==> config.mk <==
export PLATFORM = sky130hd
export DESIGN_NAME = obis_telegram_field_extractor
export DESIGN_NICKNAME = d
export VERILOG_FILES = /design/src/okf_pkg.sv /design/src/obis_telegram_field_extractor.sv /design/src/okf_key_match.sv /design/src/okf_value_unit.sv /design/src/okf_out_queue.sv
export VERILOG_INCLUDE_DIRS = /design/src /design/src/src
export SDC_FILE = /design/constraint.sdc
export NUM_CORES = 2
export LEC_CHECK = 0
export BUFFER_PORTS_ARGS = -buffer_cell sky130_fd_sc_hd__buf_2
export CAP_MARGIN = 20
export CELL_PAD_IN_SITES_DETAIL_PLACEMENT = 0
export CELL_PAD_IN_SITES_GLOBAL_PLACEMENT = 1
export CORE_ASPECT_RATIO = 1.4
export CORE_UTILIZATION = 35
export CTS_BUF_LIST = sky130_fd_sc_hd__clkbuf_4
export DETAILED_ROUTE_END_ITERATION = 10
export HOLD_SLACK_MARGIN = 0.08
export PLACE_DENSITY = 0.58
export SETUP_SLACK_MARGIN = 0.1
export SYNTH_ARGS = -nofsm -noshare
export SYNTH_HDL_FRONTEND = slang
export SYNTH_HIERARCHICAL = 1
export SYNTH_SLANG_ARGS = --single-unit
export TNS_END_PERCENT = 20
==> constraint.sdc <==
create_clock -name i_clk -period 14 [get_ports i_clk]
set_input_delay 1.4 -clock i_clk [delete_from_list [all_inputs] [get_ports i_clk]]
set_output_delay 1.4 -clock i_clk [all_outputs]
set_load 0.01 [all_outputs]
==> src/assert_macros.svh <==
// assertion macros shared by the telegram extractor modules
// expects i_clk and i_rst_n in the scope of the module that uses them
`ifndef ASSERT_MACROS_SVH
`define ASSERT_MACROS_SVH

// plain property, checked once reset is released
`define OKF_ASSERT(label, prop, msg) \
    label: assert property (@(posedge i_clk) disable iff (!i_rst_n) prop) \
        else $error(msg);

// same-cycle implication
`define OKF_ASSERT_IMPL(label, ante, cons, msg) \
    label: assert property (@(posedge i_clk) disable iff (!i_rst_n) (ante) |-> (cons)) \
        else $error(msg);

// next-cycle implication
`define OKF_ASSERT_NEXT(label, ante, cons, msg) \
    label: assert property (@(posedge i_clk) disable iff (!i_rst_n) (ante) |=> (cons)) \
        else $error(msg);

`endif

==> src/okf_pkg.sv <==
// shared constants, types and table functions of the telegram field extractor
// no dependencies
`default_nettype none

package okf_pkg;

    localparam int NUM_KEYS_DEF    = 23;
    localparam int MAX_KEY_LEN_DEF = 12;
    localparam int FRAC_DIGITS_DEF = 3;
    localparam int VALUE_BITS_DEF  = 48;

    localparam int TABLE_SIZE = 23;
    localparam int KEY_STR_W  = 96;
    localparam int Q_DEPTH    = 4;
    localparam logic [4:0] FOUND_MAX = 5'd31;

    localparam logic [7:0] CH_LF    = 8'h0A;
    localparam logic [7:0] CH_CR    = 8'h0D;
    localparam logic [7:0] CH_OPEN  = 8'h28;
    localparam logic [7:0] CH_CLOSE = 8'h29;
    localparam logic [7:0] CH_STAR  = 8'h2A;
    localparam logic [7:0] CH_PLUS  = 8'h2B;
    localparam logic [7:0] CH_MINUS = 8'h2D;
    localparam logic [7:0] CH_DOT   = 8'h2E;
    localparam logic [7:0] CH_ZERO  = 8'h30;
    localparam logic [7:0] CH_NINE  = 8'h39;

    // identifier text, right-justified in each entry
    localparam logic [KEY_STR_W-1:0] KEY_STR [TABLE_SIZE] = '{
        "1-0:1.8.1", "1-0:1.8.2", "1-0:2.8.1", "1-0:2.8.2", "1-0:1.7.0",
        "1-0:2.7.0", "1-0:32.7.0", "1-0:52.7.0", "1-0:72.7.0", "1-0:31.7.0",
        "1-0:51.7.0", "1-0:71.7.0", "1-0:22.7.0", "1-0:42.7.0", "1-0:62.7.0",
        "1-0:21.7.0", "1-0:41.7.0", "1-0:61.7.0", "0-0:96.14.0", "0-1:24.2.3",
        "0-2:24.2.1", "1-0:1.4.0", "1-0:1.6.0"
    };

    localparam int KEY_LEN [TABLE_SIZE] = '{
        9, 9, 9, 9, 9, 9, 10, 10, 10, 10, 10, 10,
        10, 10, 10, 10, 10, 10, 11, 10, 10, 9, 9
    };

    localparam logic [1:0] KEY_BLOCK [TABLE_SIZE] = '{
        2'd1, 2'd1, 2'd1, 2'd1, 2'd1, 2'd1, 2'd1, 2'd1, 2'd1, 2'd1, 2'd1, 2'd1,
        2'd1, 2'd1, 2'd1, 2'd1, 2'd1, 2'd1, 2'd1, 2'd2, 2'd2, 2'd1, 2'd2
    };

    typedef enum logic [2:0] {
        PH_ID,
        PH_SKIP,
        PH_SEEK,
        PH_VSTART,
        PH_VAL,
        PH_VSTOP
    } t_phase;

    typedef struct packed {
        logic       hit;
        logic [4:0] idx;
    } t_key_hit;

    function automatic logic [7:0] key_char(input int k, input int p);
        logic [7:0] ch;
        ch = 8'h00;
        if (p >= 0 && p < KEY_LEN[k]) begin
            ch = KEY_STR[k][8*(KEY_LEN[k]-1-p) +: 8];
        end
        return ch;
    endfunction

    function automatic logic [1:0] key_block(input int k);
        logic [1:0] b;
        b = 2'd1;
        if (k >= 0 && k < TABLE_SIZE) begin
            b = KEY_BLOCK[k];
        end
        return b;
    endfunction

    function automatic int pow10(input int k);
        int r;
        r = 1;
        for (int i = 0; i < 3; i++) begin
            if (i < k) begin
                r = r * 10;
            end
        end
        return r;
    endfunction

endpackage

`default_nettype wire

==> src/obis_telegram_field_extractor.sv <==
// Telegram field extractor, one byte per item.
// Input channel i_valid/o_ready carries i_char_in and i_telegram_last.
// Output channel o_valid/i_ready carries one result per item: a field
// (o_telegram_done low) or the end marker (o_telegram_done high, with
// o_fields_found). A byte yields zero, one or two results; o_last_of_run
// marks the final one of a byte.
// A byte is registered, parsed from the byte register and its results are
// written into a four-entry queue, from which the first result is presented.
// Throughput is one byte per cycle while the queue has room, as the parse
// between the byte register and the queue is combinational; the queue drains
// one result per cycle while i_ready is high, so a byte with a field and the
// marker needs two pops.
// Reset (synchronous, active low) empties the queue and returns the parser
// to the start of a line with no fields seen.
// When the receiver stalls the queue fills; o_ready drops once fewer than
// two entries are free and the byte register holds its item.
// Uses okf_pkg, okf_key_match, okf_value_unit and okf_out_queue.
`default_nettype none
`include "assert_macros.svh"

module obis_telegram_field_extractor import okf_pkg::*; #(
    parameter int NUM_KEYS    = NUM_KEYS_DEF,
    parameter int MAX_KEY_LEN = MAX_KEY_LEN_DEF,
    parameter int FRAC_DIGITS = FRAC_DIGITS_DEF,
    parameter int VALUE_BITS  = VALUE_BITS_DEF
) (
    input  logic                         i_clk,
    input  logic                         i_rst_n,
    input  logic                         i_valid,
    output logic                         o_ready,
    input  logic [7:0]                   i_char_in,
    input  logic                         i_telegram_last,
    output logic                         o_valid,
    input  logic                         i_ready,
    output logic [4:0]                   o_field_index,
    output logic signed [VALUE_BITS-1:0] o_value_milli,
    output logic                         o_telegram_done,
    output logic [4:0]                   o_fields_found,
    output logic                         o_last_of_run
);

    localparam int POS_W  = $clog2(MAX_KEY_LEN + 1);
    localparam int DATA_W = VALUE_BITS + 12;

    // byte register
    logic              r_valid;
    logic [7:0]        r_char;
    logic              r_last;

    // parser state
    t_phase                r_phase, n_phase;
    logic [POS_W-1:0]      r_pos, n_pos;
    logic [NUM_KEYS-1:0]   r_cand, n_cand;
    logic [NUM_KEYS-1:0]   r_seen, n_seen;
    logic [4:0]            r_matched, n_matched;
    logic [1:0]            r_blk, n_blk;
    logic [VALUE_BITS-1:0] r_acc, n_acc;
    logic [1:0]            r_frac, n_frac;
    logic                  r_neg, n_neg;
    logic                  r_point, n_point;
    logic [4:0]            r_found, n_found;

    logic                  proc, room;
    logic                  eol, is_open, is_term, is_digit, is_dot, is_sign;
    logic                  seen_hit, open_ok, seek_done, num_char, num_val;
    logic [1:0]            blk_inc;
    logic                  fv, mv;
    logic [4:0]            found_inc;
    logic [NUM_KEYS-1:0]   cand_next;
    t_key_hit              hit;
    logic [VALUE_BITS-1:0] acc_next;
    logic signed [VALUE_BITS-1:0] value;
    logic [DATA_W-1:0]     field_word, marker_word, wd0, wd1, q_data;

    assign proc    = r_valid && room;
    assign o_ready = !r_valid || proc;

    always_ff @(posedge i_clk) begin
        if (!i_rst_n) begin
            r_valid <= 1'b0;
        end else if (o_ready) begin
            r_valid <= i_valid;
        end
    end

    always_ff @(posedge i_clk) begin
        if (o_ready && i_valid) begin
            r_char <= i_char_in;
            r_last <= i_telegram_last;
        end
    end

    okf_key_match #(
        .NUM_KEYS    (NUM_KEYS),
        .MAX_KEY_LEN (MAX_KEY_LEN),
        .POS_W       (POS_W)
    ) u_match (
        .i_char      (r_char),
        .i_pos       (r_pos),
        .i_cand      (r_cand),
        .o_cand_next (cand_next),
        .o_hit       (hit)
    );

    okf_value_unit #(
        .FRAC_DIGITS (FRAC_DIGITS),
        .VALUE_BITS  (VALUE_BITS)
    ) u_value (
        .i_acc       (r_acc),
        .i_digit     (r_char[3:0]),
        .i_frac_cnt  (r_frac),
        .i_neg       (r_neg),
        .o_acc_next  (acc_next),
        .o_value     (value)
    );

    // byte decode
    always_comb begin
        eol       = (r_char == CH_LF) || (r_char == CH_CR);
        is_open   = (r_char == CH_OPEN);
        is_term   = (r_char == CH_STAR) || (r_char == CH_CLOSE);
        is_digit  = (r_char >= CH_ZERO) && (r_char <= CH_NINE);
        is_dot    = (r_char == CH_DOT);
        is_sign   = (r_char == CH_MINUS) || (r_char == CH_PLUS);
        seen_hit  = |(r_seen & (NUM_KEYS'(1) << hit.idx));
        open_ok   = hit.hit && !seen_hit;
        blk_inc   = r_blk + 2'd1;
        seek_done = (blk_inc >= key_block(int'(r_matched)));
        // a byte that goes through the number parse
        num_char  = !is_term && ((r_phase == PH_VSTART && !is_sign) || r_phase == PH_VAL);
        num_val   = is_digit || (is_dot && !r_point);
        fv        = proc && !eol && is_term && (r_phase == PH_VAL || r_phase == PH_VSTOP);
        mv        = proc && r_last;
        // count including a field closed by this byte, before the telegram clears
        found_inc = (fv && r_found != FOUND_MAX) ? r_found + 5'd1 : r_found;
    end

    // next phase
    always_comb begin
        n_phase = r_phase;
        if (proc) begin
            if (eol) begin
                n_phase = PH_ID;
            end else begin
                unique case (r_phase)
                    PH_ID: begin
                        if (is_open) begin
                            if (!open_ok) begin
                                n_phase = PH_SKIP;
                            end else if (key_block(int'(hit.idx)) <= 2'd1) begin
                                n_phase = PH_VSTART;
                            end else begin
                                n_phase = PH_SEEK;
                            end
                        end
                    end
                    PH_SEEK: begin
                        if (is_open && seek_done) begin
                            n_phase = PH_VSTART;
                        end
                    end
                    PH_VSTART, PH_VAL, PH_VSTOP: begin
                        if (is_term) begin
                            n_phase = PH_SKIP;
                        end else if (r_phase == PH_VSTART && is_sign) begin
                            n_phase = PH_VAL;
                        end else if (num_char) begin
                            n_phase = num_val ? PH_VAL : PH_VSTOP;
                        end
                    end
                    PH_SKIP: begin
                        n_phase = PH_SKIP;
                    end
                    default: begin
                        n_phase = PH_SKIP;
                    end
                endcase
            end
            if (r_last) begin
                n_phase = PH_ID;
            end
        end
    end

    // parser datapath
    always_comb begin
        n_pos     = r_pos;
        n_cand    = r_cand;
        n_seen    = r_seen;
        n_matched = r_matched;
        n_blk     = r_blk;
        n_acc     = r_acc;
        n_frac    = r_frac;
        n_neg     = r_neg;
        n_point   = r_point;
        n_found   = r_found;
        if (proc && !eol) begin
            priority case (1'b1)
                r_phase == PH_ID && is_open: begin
                    if (open_ok) begin
                        n_matched = hit.idx;
                        n_blk     = 2'd1;
                        n_acc     = '0;
                        n_frac    = '0;
                        n_neg     = 1'b0;
                        n_point   = 1'b0;
                    end
                end
                r_phase == PH_ID: begin
                    n_cand = cand_next;
                    if (r_pos < POS_W'(MAX_KEY_LEN)) begin
                        n_pos = r_pos + POS_W'(1);
                    end
                end
                r_phase == PH_SEEK && is_open: begin
                    n_blk = blk_inc;
                    if (seek_done) begin
                        n_acc   = '0;
                        n_frac  = '0;
                        n_neg   = 1'b0;
                        n_point = 1'b0;
                    end
                end
                fv: begin
                    n_seen = r_seen | (NUM_KEYS'(1) << r_matched);
                    if (r_found != FOUND_MAX) begin
                        n_found = r_found + 5'd1;
                    end
                end
                r_phase == PH_VSTART && r_char == CH_MINUS: begin
                    n_neg = 1'b1;
                end
                num_char && is_digit: begin
                    if (!r_point) begin
                        n_acc = acc_next;
                    end else if (int'(r_frac) < FRAC_DIGITS) begin
                        n_acc  = acc_next;
                        n_frac = r_frac + 2'd1;
                    end
                end
                num_char && is_dot && !r_point: begin
                    n_point = 1'b1;
                end
                default: begin
                end
            endcase
        end
        // line start, also at the end of the telegram
        if (proc && (eol || r_last)) begin
            n_pos     = '0;
            n_cand    = '1;
            n_matched = '0;
            n_blk     = '0;
            n_acc     = '0;
            n_frac    = '0;
            n_neg     = 1'b0;
            n_point   = 1'b0;
        end
        if (proc && r_last) begin
            n_seen  = '0;
            n_found = '0;
        end
    end

    always_ff @(posedge i_clk) begin
        if (!i_rst_n) begin
            r_phase   <= PH_ID;
            r_pos     <= '0;
            r_cand    <= '1;
            r_seen    <= '0;
            r_matched <= '0;
            r_blk     <= '0;
            r_acc     <= '0;
            r_frac    <= '0;
            r_neg     <= 1'b0;
            r_point   <= 1'b0;
            r_found   <= '0;
        end else begin
            r_phase   <= n_phase;
            r_pos     <= n_pos;
            r_cand    <= n_cand;
            r_seen    <= n_seen;
            r_matched <= n_matched;
            r_blk     <= n_blk;
            r_acc     <= n_acc;
            r_frac    <= n_frac;
            r_neg     <= n_neg;
            r_point   <= n_point;
            r_found   <= n_found;
        end
    end

    // result words: field first, marker second when a byte gives both
    always_comb begin
        field_word  = {r_matched, value, 1'b0, 5'd0, !r_last};
        marker_word = {5'd0, {VALUE_BITS{1'b0}}, 1'b1, found_inc, 1'b1};
        wd0         = fv ? field_word : marker_word;
        wd1         = marker_word;
    end

    okf_out_queue #(
        .DATA_W  (DATA_W)
    ) u_queue (
        .i_clk   (i_clk),
        .i_rst_n (i_rst_n),
        .i_we0   (fv || mv),
        .i_we1   (fv && mv),
        .i_wd0   (wd0),
        .i_wd1   (wd1),
        .i_pop   (i_ready),
        .o_room  (room),
        .o_valid (o_valid),
        .o_data  (q_data)
    );

    assign o_field_index   = q_data[DATA_W-1 -: 5];
    assign o_value_milli   = signed'(q_data[VALUE_BITS+6:7]);
    assign o_telegram_done = q_data[6];
    assign o_fields_found  = q_data[5:1];
    assign o_last_of_run   = q_data[0];

    `OKF_ASSERT_IMPL(a_field_from_value, fv, r_phase == PH_VAL || r_phase == PH_VSTOP, "field result outside a value")
    `OKF_ASSERT_NEXT(a_telegram_clear, proc && r_last, r_seen == '0 && r_found == '0, "telegram state not cleared")
    `OKF_ASSERT_IMPL(a_seek_block, r_phase == PH_SEEK, r_blk != 2'd0, "block count lost while seeking")

endmodule

`default_nettype wire

==> src/okf_key_match.sv <==
// identifier matcher: compares one byte against every table entry at the
// current position and finds a complete match; uses okf_pkg
`default_nettype none

module okf_key_match import okf_pkg::*; #(
    parameter int NUM_KEYS    = NUM_KEYS_DEF,
    parameter int MAX_KEY_LEN = MAX_KEY_LEN_DEF,
    parameter int POS_W       = $clog2(MAX_KEY_LEN_DEF + 1)
) (
    input  logic [7:0]          i_char,
    input  logic [POS_W-1:0]    i_pos,
    input  logic [NUM_KEYS-1:0] i_cand,
    output logic [NUM_KEYS-1:0] o_cand_next,
    output t_key_hit            o_hit
);

    localparam int KEY_COUNT = (NUM_KEYS < TABLE_SIZE) ? NUM_KEYS : TABLE_SIZE;

    always_comb begin
        o_cand_next = i_cand;
        if (i_pos >= POS_W'(MAX_KEY_LEN)) begin
            o_cand_next = '0;
        end else begin
            for (int k = 0; k < KEY_COUNT; k++) begin
                if (int'(i_pos) >= KEY_LEN[k] || key_char(k, int'(i_pos)) != i_char) begin
                    o_cand_next[k] = 1'b0;
                end
            end
        end
    end

    // lowest matching entry wins, scanned from the top down
    always_comb begin
        o_hit = '0;
        for (int k = KEY_COUNT - 1; k >= 0; k--) begin
            if (i_cand[k] && int'(i_pos) == KEY_LEN[k] &&
                i_pos <= POS_W'(MAX_KEY_LEN)) begin
                o_hit.hit = 1'b1;
                o_hit.idx = 5'(k);
            end
        end
    end

endmodule

`default_nettype wire

==> src/okf_value_unit.sv <==
// decimal value arithmetic: saturating multiply-by-ten accumulate and the
// final scaling, sign and saturation; uses okf_pkg
`default_nettype none

module okf_value_unit import okf_pkg::*; #(
    parameter int FRAC_DIGITS = FRAC_DIGITS_DEF,
    parameter int VALUE_BITS  = VALUE_BITS_DEF
) (
    input  logic [VALUE_BITS-1:0]        i_acc,
    input  logic [3:0]                   i_digit,
    input  logic [1:0]                   i_frac_cnt,
    input  logic                         i_neg,
    output logic [VALUE_BITS-1:0]        o_acc_next,
    output logic signed [VALUE_BITS-1:0] o_value
);

    localparam int MW = VALUE_BITS + 4;
    localparam int SW = VALUE_BITS + 10;
    localparam logic [VALUE_BITS-1:0] MAG_MAX = {1'b0, {(VALUE_BITS-1){1'b1}}};

    logic [MW-1:0]         wide10;
    logic [SW-1:0]         scale;
    logic [SW-1:0]         prod;
    logic [VALUE_BITS-1:0] mag;

    // accumulator never exceeds the magnitude limit, so ten times it fits
    assign wide10     = {4'b0, i_acc} * MW'(10) + MW'(i_digit);
    assign o_acc_next = (wide10 > {4'b0, MAG_MAX}) ? MAG_MAX : wide10[VALUE_BITS-1:0];

    // missing fraction digits: one scale by 10^k, saturation is the same
    assign scale = SW'(pow10(FRAC_DIGITS - int'(i_frac_cnt)));
    assign prod  = {10'b0, i_acc} * scale;
    assign mag   = (prod > {10'b0, MAG_MAX}) ? MAG_MAX : prod[VALUE_BITS-1:0];

    assign o_value = i_neg ? signed'(-mag) : signed'(mag);

endmodule

`default_nettype wire

==> src/okf_out_queue.sv <==
// small result queue, up to two writes and one read per cycle
// uses okf_pkg for its depth
`default_nettype none
`include "assert_macros.svh"

module okf_out_queue import okf_pkg::*; #(
    parameter int DATA_W = 60
) (
    input  logic              i_clk,
    input  logic              i_rst_n,
    input  logic              i_we0,
    input  logic              i_we1,
    input  logic [DATA_W-1:0] i_wd0,
    input  logic [DATA_W-1:0] i_wd1,
    input  logic              i_pop,
    output logic              o_room,
    output logic              o_valid,
    output logic [DATA_W-1:0] o_data
);

    localparam int PTR_W = $clog2(Q_DEPTH);
    localparam int CNT_W = $clog2(Q_DEPTH + 1);

    logic [DATA_W-1:0] r_mem [Q_DEPTH];
    logic [PTR_W-1:0]  r_wp, n_wp;
    logic [PTR_W-1:0]  r_rp, n_rp;
    logic [CNT_W-1:0]  r_count, n_count;
    logic              pop;

    assign o_valid = (r_count != '0);
    assign o_data  = r_mem[r_rp];
    assign o_room  = (r_count <= CNT_W'(Q_DEPTH - 2));
    assign pop     = o_valid && i_pop;

    always_comb begin
        n_wp    = r_wp + PTR_W'(i_we0) + PTR_W'(i_we1);
        n_rp    = r_rp + PTR_W'(pop);
        n_count = r_count + CNT_W'(i_we0) + CNT_W'(i_we1) - CNT_W'(pop);
    end

    always_ff @(posedge i_clk) begin
        if (!i_rst_n) begin
            r_wp    <= '0;
            r_rp    <= '0;
            r_count <= '0;
        end else begin
            r_wp    <= n_wp;
            r_rp    <= n_rp;
            r_count <= n_count;
        end
    end

    always_ff @(posedge i_clk) begin
        if (i_we0) begin
            r_mem[r_wp] <= i_wd0;
        end
        if (i_we1) begin
            r_mem[r_wp + PTR_W'(1)] <= i_wd1;
        end
    end

    `OKF_ASSERT(a_queue_bound, r_count <= CNT_W'(Q_DEPTH), "result queue overflow")

endmodule

`default_nettype wire

==> results.md <==
- Outcome: complete, no violations
- Maximum vdd drop: between 0.00006 and 0.00007 V
- DP Wirelength: about 100,000 um
- RSZ-0062 raised after global routing: no
- Die Width: between 300 and 400 um
- Final wirelength: approximately 130,000 um
- Final worst-path cycle share: between 90% and 100%
- Number of global-route vias before repair: ~38,000
- Clock Latency Late Sink: between 1 and 1.5 ns
- Final hold vios: 0
- CORE AREA: about 0.13 mm2
- Synth Flop Type: edfxtp_1
- Pin count of the biggest net entering global routing: a little under 100
- TritonCTS buffer count: 100
- Final Wtd Congestion: about 0.86
- Slowest stage cell, crit path: nor4_2
- Worst-case clock buffer depth: 3
- Reg area: ~0.01 mm2
- Reg power frac: roughly 38%
- Internal reg-to-reg setup slack: around 1.3 ns
- Layout cells sized above 1: between 10% and 20%
- Mean Syn Cell Area: roughly 9.5 um2
- Std cell rows: between 150 and 200
- Element type at the critical path start: flip-flop
- Initial antenna violation count: 3
- Crit-path max FO: 33
- Lkg Pwr: ~0.024 uW
- Setup violators final: 0
- CP Class: flip-flop to flip-flop
- Max Cap Viol: 0
- Internal power: between 2000 and 2500 uW
- Sw Share: between 30% and 40%
- FF-to-FF End: u_queue/r_mem[3][51]
- Post-synth design cell area: roughly 0.047 mm2
- Fill cell count: 13,500
- Cells after DPL: 6,876
- Post-CTS Resized: 0
- Ranking of synthesized cells by area: fa_1 (18%), edfxtp_1 (16%), ha_1 (11%), inv_1 (6.1%), mux2_2 (5.9%)
- Yosys top cell by area: fa_1
- Max Slew Vio Count: 0
- Worst r2r path cells: 42
- Combinational Power Share: 30.4%
- Fin Setup TNS: 0 ns
- Routed vias/inst: between 5 and 6
- Register area share after synthesis: 21.4%
- Asr flop ratio synth: 0%
- WHS Endpoint: r_seen[21]
- Total congestion overflow: 0
- CP Capture Type: flip-flop
- Cell with the most instances after synthesis: inv_1
- Xor and xnor fraction of the mapped netlist area: 3.27%
- First-pass GRT wire length: approximately 210,000 um
- 1st-pass router iterations: 5
- Worst Path Arrival: 13.51 ns
- Wirelength per Cell: about 19 um
- Non-filler instance count after layout: between 7,000 and 8,000
- Hold depth: 2
- Number of port buffers: 74
- Vias: roughly 35,000
- Initial core utilization: a little over a third
- Slew margin rel.: a little under a third
- Worst R2R Start: r_frac[0]
- Synth Instances: a little under 5,000
- Power Dens Cells: around 66 mW/mm2
- Footprint of the multi-input gates: about 0.034 mm2
- Fmax: 78.5 MHz
- Setup Skew: just under 0.09 ns
- Post-synthesis mux area share: under 10%
- # clock sinks: 374
- Post-synth EDFFs: 249
- Largest family of logic cells by synthesized area: adder cells
- # hold bufs at CTS: 0
- Io pins: 75
- Synthesis-to-finish area growth: 9.46%
- Net Sw Power: approximately 1200 uW
- Synth Area in Simple Gates: between 10% and 20%
- CTS tree: built
- Reg clk slew, reported paths: 0.07 ns
- Die height: about 430 um
- Root buffer cell: clkbuf_4
- Layout Nets: ~6,000
- Hold_sp: r_seen[21]
- Postcts setup bufs: 0
- Top cell type's share of synthesized area: around 18%
- Global-route usage over all layers: 19.8%
- Netlist cell types: 116
- Die area: around 0.13 mm2
- Yosys warns: 6
- DRC violations left: 0
- CP required: ~15 ns
- Synth Area in Adders: ~29%
- Power Total: roughly 3400 uW
- Slew at the pin closest to its max-slew limit: between 1 and 1.5 ns
- #FFs+latches synth: 374
- Htree depth: 3
- Crit-path max cell delay: 0.59 ns
- Clk pwr share: roughly a third
- DRT antenna net count: 0
- Hold Path Class: flip-flop to flip-flop
- Initial DRC count: ~1,600
- Synth top cells by count: inv_1 (760), fa_1 (412), ha_1 (405)
- Compound-Gate Fraction of Synth Area: a little over a tenth
- Tmin final: ~13 ns
[worst max-delay path: cells and delay by family, from the launching register on]
family	cells	cell delay, ns
fa+ha+maj	10	3.95
mux	2	0.53
buf+inv	7	1.25
flops	1	0.35
simple gates	14	3.82
compound gates	8	2.34
xor+xnor	1	0.16
[layout make-up]
cell class                 instances  area share (%)
clock inverter                    34           0.549
inverter                         763            5.61
sequential                       374            19.6
clock buffer                     145            2.13
antenna                            3          0.0147
tap                             1760            4.31
timing repair buffer             122            1.48
multi-input combinational       3858            66.3
[cells in the final DEF, fill, tap and decap left out, types with 49 or more instances in the layout]
| cell type | instances |
|---|---|
| a21oi_1 | 185 |
| a41o_1 | 49 |
| and2_1 | 193 |
| and3_1 | 134 |
| buf_2 | 74 |
| clkbuf_4 | 145 |
| conb_1 | 311 |
| dfxtp_1 | 120 |
| edfxtp_1 | 249 |
| fa_1 | 412 |
| ha_1 | 405 |
| inv_1 | 759 |
| mux2_2 | 246 |
| mux4_2 | 63 |
| nand2_1 | 324 |
| nand2b_1 | 87 |
| nand3_1 | 98 |
| nor2_1 | 209 |
| nor2b_1 | 86 |
| nor3_1 | 103 |
| o21ai_0 | 109 |
| xnor2_1 | 104 |
| xor2_1 | 67 |
[worst max-delay path by stage]
stage,startpoint,end,slack (ns),cells past startpoint
after floorplan,r_frac[0],u_queue/r_mem[0][51],2.33,48
after global placement,r_frac[1],u_queue/r_mem[0][51],1.12,40
after detailed placement,r_frac[1],u_queue/r_mem[2][51],1.03,41
after CTS,r_frac[1],u_queue/r_mem[2][51],1.01,41
after global routing,r_frac[1],u_queue/r_mem[3][51],0.26,41
final,r_frac[0],u_queue/r_mem[3][51],1.26,42
[metrics by stage]
step | hold WS (ns) | cell area [um2] | worst slack [ns] | utilization, %
6_report | 0.455 | 51000 | 1.26 | 38.6
5_1_grt | 0.435 | 51000 | 0.258 | 38.6
4_1_cts | 0.350 | 51000 | 1.01 | 38.6
3_5_place_dp | 0.442 | 49600 | 1.03 | 37.5
3_3_place_gp | 0.442 | 49600 | 1.12 | 37.5
2_1_floorplan | 0.420 | 47800 | 2.33 | -
[power by group through the flow]
stage	clock (uW)	sequential (uW)	combinational, uW
after global routing	1180	1280	1150
after CTS	1140	1280	1040
after detailed placement	0	1300	1040
after floorplan	0	1260	777
after global placement	0	1300	1040
final	1070	1270	1030
[registers in the layout, indices dropped and copies added (netlist names)]
register and cells:
u_queue/r_mem 240, r_acc 48, r_cand 23, r_seen 23, r_char 8, r_found 5
r_matched 5, r_pos 4, r_phase 3, u_queue/r_count 3, r_blk 2, r_frac 2
u_queue/r_rp 2, u_queue/r_wp 2, r_last 1, r_neg 1, r_point 1, r_valid 1
[routing by layer]
layer | global-route usage [%] | part of all wire [%] | vias up | wire [um]
met2 | 37.3 | 53 | 440 | 69200
met3 | 1.73 | 2.2 | 174 | 2850
li1 | - | - | 17300 | -
met5 | 0 | 0.026 | - | 34
met4 | 6.18 | 2.4 | 4 | 3170
met1 | 23.5 | 43 | 17600 | 55700
[logic make-up after synthesis]
family	Yosys count
AND/OR/NAND/NOR	1482
buffers and inverters	1009
adder cells (fa/ha/maj)	818
AO/OA/AOI/OAI	730
flip-flops	374
multiplexers	344
XOR/XNOR	173
other	4
No activity file was read; power rests on OpenSTA's default activity.
